### config.mk
export PLATFORM = sky130hd
export DESIGN_NAME = ste_front
export DESIGN_NICKNAME = d
export VERILOG_FILES = /design/src/hw/rtl/ste_pkg.sv /design/src/hw/rtl/ste_front.sv
export SDC_FILE = /design/constraint.sdc
export NUM_CORES = 1
export LEC_CHECK = 0
export BUFFER_PORTS_ARGS = -buffer_cell sky130_fd_sc_hd__buf_2
export CAP_MARGIN = 20
export CORE_MARGIN = 2
export CORE_UTILIZATION = 52
export CTS_CLUSTER_SIZE = 25
export DETAILED_ROUTE_END_ITERATION = 7
export PLACE_DENSITY = 0.89
export SYNTH_ARGS = -nofsm -noshare
export SYNTH_HDL_FRONTEND = slang
export SYNTH_SLANG_ARGS = --single-unit
### constraint.sdc
create_clock -name clk -period 9.9 [get_ports clk]
set_input_delay 0.99 -clock clk [delete_from_list [all_inputs] [get_ports clk]]
set_output_delay 0.99 -clock clk [all_outputs]
set_load 0.02 [all_outputs]
### src/hw/rtl/ste_pkg.sv
`timescale 1ns / 1ps
package ste_pkg;

  localparam int TICK_BITS     = 32;
  localparam int TAG_BITS      = 16;
  localparam int ID_W          = 5;
  localparam int OP_W          = 2;
  localparam int ST_W          = 3;
  localparam int WAIT_W        = 31;
  localparam int CFG_W         = 16;
  localparam int CFG_IDX_W     = 2;
  localparam int TIMERS_DEF    = 32;
  localparam int MAX_FIRES_DEF = 32;
  localparam int IN_TDATA_W    = 152;
  localparam int OUT_TDATA_W   = 152;

  localparam logic [OP_W-1:0] OP_ADD     = 2'd0;
  localparam logic [OP_W-1:0] OP_DELETE  = 2'd1;
  localparam logic [OP_W-1:0] OP_RESCHED = 2'd2;
  localparam logic [OP_W-1:0] OP_ADVANCE = 2'd3;

  localparam logic [ST_W-1:0] ST_ADDED    = 3'd0;
  localparam logic [ST_W-1:0] ST_DELETED  = 3'd1;
  localparam logic [ST_W-1:0] ST_NO_TIMER = 3'd2;
  localparam logic [ST_W-1:0] ST_MISMATCH = 3'd3;
  localparam logic [ST_W-1:0] ST_RESCHED  = 3'd4;
  localparam logic [ST_W-1:0] ST_FIRED    = 3'd5;
  localparam logic [ST_W-1:0] ST_WAIT     = 3'd6;
  localparam logic [ST_W-1:0] ST_FULL     = 3'd7;

  localparam logic [CFG_IDX_W-1:0] CFG_MIN_WAIT  = 2'd0;
  localparam logic [CFG_IDX_W-1:0] CFG_CATCHUP   = 2'd1;
  localparam logic [CFG_IDX_W-1:0] CFG_IDLE_WAIT = 2'd2;

  localparam logic [CFG_W-1:0] RST_MIN_WAIT  = 16'd50;
  localparam logic [CFG_W-1:0] RST_CATCHUP   = 16'd1000;
  localparam logic [CFG_W-1:0] RST_IDLE_WAIT = 16'd1000;

  typedef struct packed {
    logic [OP_W-1:0]      op;
    logic [TICK_BITS-1:0] tick;
    logic [TICK_BITS-1:0] interval;
    logic [ID_W-1:0]      tid;
    logic [TAG_BITS-1:0]  tag;
    logic [31:0]          uid;
    logic [31:0]          ud;
  } cmd_t;

  typedef struct packed {
    logic [TICK_BITS-1:0] dl;
    logic [TICK_BITS-1:0] per;
    logic [TAG_BITS-1:0]  tag;
    logic [31:0]          uid;
    logic [31:0]          ud;
  } rec_t;

  typedef struct packed {
    logic [ST_W-1:0]      status;
    logic [ID_W-1:0]      id;
    logic [TICK_BITS-1:0] tick;
    logic [TAG_BITS-1:0]  tag;
    logic [31:0]          uid;
    logic [31:0]          ud;
    logic [WAIT_W-1:0]    wait_ticks;
    logic                 last;
  } res_t;

  typedef struct packed {
    logic [CFG_W-1:0] min_wait;
    logic [CFG_W-1:0] catchup;
    logic [CFG_W-1:0] idle_wait;
  } cfg_t;

endpackage

### src/hw/rtl/ste_front.sv
`timescale 1ns / 1ps
module ste_front (
  input  logic                             clk,
  input  logic                             rst_n,
  input  logic                             in_tvalid,
  output logic                             in_tready,
  input  logic [ste_pkg::IN_TDATA_W-1:0]   in_tdata,
  input  logic [ste_pkg::OP_W-1:0]         in_tuser,
  output ste_pkg::cmd_t                    cmd,
  output logic                             cmd_valid,
  input  logic                             cmd_ready
);
  import ste_pkg::*;

  cmd_t       fifo_r [2];
  cmd_t       dec;
  logic       wp_r, wp_nxt, rp_r, rp_nxt;
  logic [1:0] cnt_r, cnt_nxt;
  logic       push, pop;

  always_comb begin
    dec.op       = in_tuser;
    dec.tick     = in_tdata[31:0];
    dec.interval = in_tdata[63:32];
    dec.tid      = in_tdata[68:64];
    dec.tag      = in_tdata[84:69];
    dec.uid      = in_tdata[116:85];
    dec.ud       = in_tdata[148:117];
  end

  assign in_tready = (cnt_r != 2'd2);
  assign cmd_valid = (cnt_r != 2'd0);
  assign cmd       = fifo_r[rp_r];
  assign push      = in_tvalid && in_tready;
  assign pop       = cmd_valid && cmd_ready;

  always_comb begin
    wp_nxt  = push ? ~wp_r : wp_r;
    rp_nxt  = pop ? ~rp_r : rp_r;
    cnt_nxt = cnt_r + 2'(push) - 2'(pop);
  end

  always_ff @(posedge clk) begin
    if (push) begin
      fifo_r[wp_r] <= dec;
    end
  end

  always_ff @(posedge clk) begin
    if (!rst_n) begin
      wp_r  <= 1'b0;
      rp_r  <= 1'b0;
      cnt_r <= 2'd0;
    end else begin
      wp_r  <= wp_nxt;
      rp_r  <= rp_nxt;
      cnt_r <= cnt_nxt;
    end
  end

endmodule

==> results.cfg <==
[critical_path]
r2r-start = cnt_r[0]$_SDFF_PN0_
slowest_delay_ns = 0.74
path_buf_inv = 3
start_kind = flip-flop
crit_chain = buf_4, buf_4, mux2_2, buf_2
cp_top_family = buffers and inverters
worstSetupPathDepth = 4
crit_fanout = 44
crit_path_end_kind = primary output
critPathSlowestCell = buf_4
worst_ep_arrival_time_ns = 3.11
rr_worst_depth = 3
worstPathRequired_ns = 8.91
critPathKind = reg -> out
crit_top_cell = buf_4

[min_path]
hold_depth = 2
worstHoldStart = wp_r$_SDFFE_PN0N_
min_path_type = reg -> reg

[clocking]
clkLatencyLatePin_ns = 0.54
clock_sinks = 307
cts_tree = yes
cts_buffer_depth = 3
clkTransAtPathRegs_ns = 0.06
ctsHoldBuffers = 0
cts-root-buf = clkbuf_16
numCtsBuffers = 30
htree_levels = 1
cts.repair.resized = 0
post-cts-setup-buffers = 0

[floorplanning]
die_area_sq_um = 23310
die_x_um = 152.7
chipHeight_um = 152.7
core_sq_um = 21760
rows = 54
initial_core_util = 0.5284
io_pins = 311

[power]
powerDensity_nw_per_um2 = 268.1
p_comb_frac = 0.264
p_clk_frac = 0.294
seqPwrFrac = 0.442
p_sw_mw = 1.092
netSwitchingFraction = 0.2845
p_int_mw = 2.746
p_leak_nw = 5.527
ir_drop_mv = 0.2055
power_mw = 3.837

[route]
drt-wirelength-per-cell_um = 18.83
ant_nets = 0
detail_route.iter0.violations = 290
vias = 5757
viasPerCell = 5.104
post-route-drc-count = 0
drt_pre_antenna_iters = 4
wl_um = 21240

[grt]
grt_first_pass_wirelength_um = 31910
grt_busiest_layer = met2
gr-total-overflow = 0
met3_usage = 0.05262
grt_util_met2 = 0.3120
grt_use_total = 0.1744
grt_pass1_vias = 6039
antenna_found_initial = 5
grt_max_degree = 81
groute.layer.met1.usage = 0.1955

[timing]
hold_viol_final = 0
worst_slew_pin_slew_ns = 1.081
rsz0062_at_grt = false
slew_headroom = 0.2794
whs_ns = 0.5355
tns_ns = 0
min_period_ns = 4.099
period_share = 0.4141
setup_violations = 0
fmaxAchievable_mhz = 243.9
maxSlewViolCount = 0
finClkSkew_ns = 0.01523

[synth]
synth-xor-area-share = 0.002286
post-synth-top-area-fraction = 0.7889
yosysSeqAreaShare = 0.7976
synth_commonest_cells = edfxtp_1 (302), mux2_4 (90), mux2_2 (61)
synth_fa_ha_area_frac = 0.002177
synth_seq_cells = 307
async_flop_share = 0
synth_top_flop_cell = edfxtp_1
syn_inst = 494
ys_warn_count = 0
yosysUniqueCellTypes = 18
syn_area_per_cell_sq_um = 23.27
yosysMostFrequentCell = edfxtp_1
netlist_area_sq_um = 11490
synth_edf_count = 302
synth_mux_area_frac = 0.1782
synth_top_cell_by_area = edfxtp_1
synth-compound-area-share = 0.0006531
synth_area_leaders = edfxtp_1 (79%), mux2_4 (12%), mux2_2 (6.0%), buf_6 (1.1%), dfxtp_1 (0.87%)
synth_nets = 654
synth-simple-area-share = 0.005334
synth_top_family_by_area = multiplexers

[finish]
nNetsFinal = 982
syn_to_final_growth_pct = 24.50
nFillCells = 1450
drive_gt1_frac = 0.6095
final_util = 0.6578

[job]
drv_cap = 0

[status]
status = finished, final reports clean

[place]
hpwl_um = 14180
numPortBuffers = 307
place_congestion = 0.7707
==> metrics by stage <==
step                      setup WS, ns  area (sq um)  instances
final                            5.801         14310       1128
after detailed placement         5.763         13280       1069
after CTS                        5.194         14280       1124
after global routing             5.632         14310       1127
after global placement           5.754         13280       1069
after floorplan                  1.877         11490        494
==> cell families after synthesis <==
family                     Yosys count
adders and majority gates            2
buffers and inverters               18
and+or+nand+nor                     11
AOI/OAI and AO/OA                    1
muxes                              152
DFF                                307
xor gates and xnor gates             3
==> worst paths after layout <==
check | to | slack, ns
worst max register to register | fifo_r[1][100]$_DFFE_PP_ | 7.05
worst min register to register | wp_r$_SDFFE_PN0N_ | 0.54
worst max-delay path | cmd[58] | 5.80
worst min-delay path | wp_r$_SDFFE_PN0N_ | 0.54
==> sequential cells by signal, summed over array words and instances (netlist names), named ones only <==
signal and flops:
rp_r 1, wp_r 1, cnt_r 2, fifo_r 302
==> cell type report <==
| class | instances | area (sq um) | share of cell area |
|---|---|---|---|
| inverter | 1 | 3.754 | 0.0002623 |
| antenna | 3 | 7.507 | 0.0005246 |
| sequential | 307 | 9173 | 0.6409 |
| tap | 280 | 350.3 | 0.02448 |
| multi-input combinational | 169 | 2181 | 0.1524 |
| clock inverter | 19 | 200.2 | 0.01399 |
| timing repair buffer | 313 | 1602 | 0.1119 |
| clock buffer | 36 | 794.5 | 0.05552 |
==> layout by cell type, fill, tap and decap left out, drive strengths merged <==
cell / n
and2: 2
and3: 1
buf: 313
bufinv: 4
clkbuf: 36
clkinv: 12
clkinvlp: 2
dfxtp: 5
diode: 3
edfxtp: 302
ha: 2
inv: 2
mux2: 151
mux2i: 1
nand2: 2
nand2b: 2
nor2: 1
nor2b: 2
o21a: 1
or2: 1
xnor2: 3
==> routing by layer <==
metal,part of all wire,vias to the layer above,wire length (um)
met4,0.040,4,850
li1,-,2635,-
met2,0.52,265,11090
met1,0.36,2786,7649
met5,0.0013,-,27
met3,0.076,67,1615
==> power groups by stage <==
| stage | logic [mW] | clock network [mW] | registers, mW |
|---|---|---|---|
| 6_report | 1.01 | 1.13 | 1.70 |
| 5_1_grt | 1.07 | 1.20 | 1.71 |
| 4_1_cts | 0.995 | 1.15 | 1.73 |
| 3_5_place_dp | 0.991 | 0 | 1.75 |
| 3_3_place_gp | 0.978 | 0 | 1.74 |
| 2_1_floorplan | 0.759 | 0 | 1.73 |
==> worst min-delay path: cells and delay by family, from the launching register on <==
kind             cells  cell delay, ns
multiplexers         1            0.06
AND/OR/NAND/NOR      1            0.07
flip-flops           1            0.35
Power figures use the tool's default switching activity.
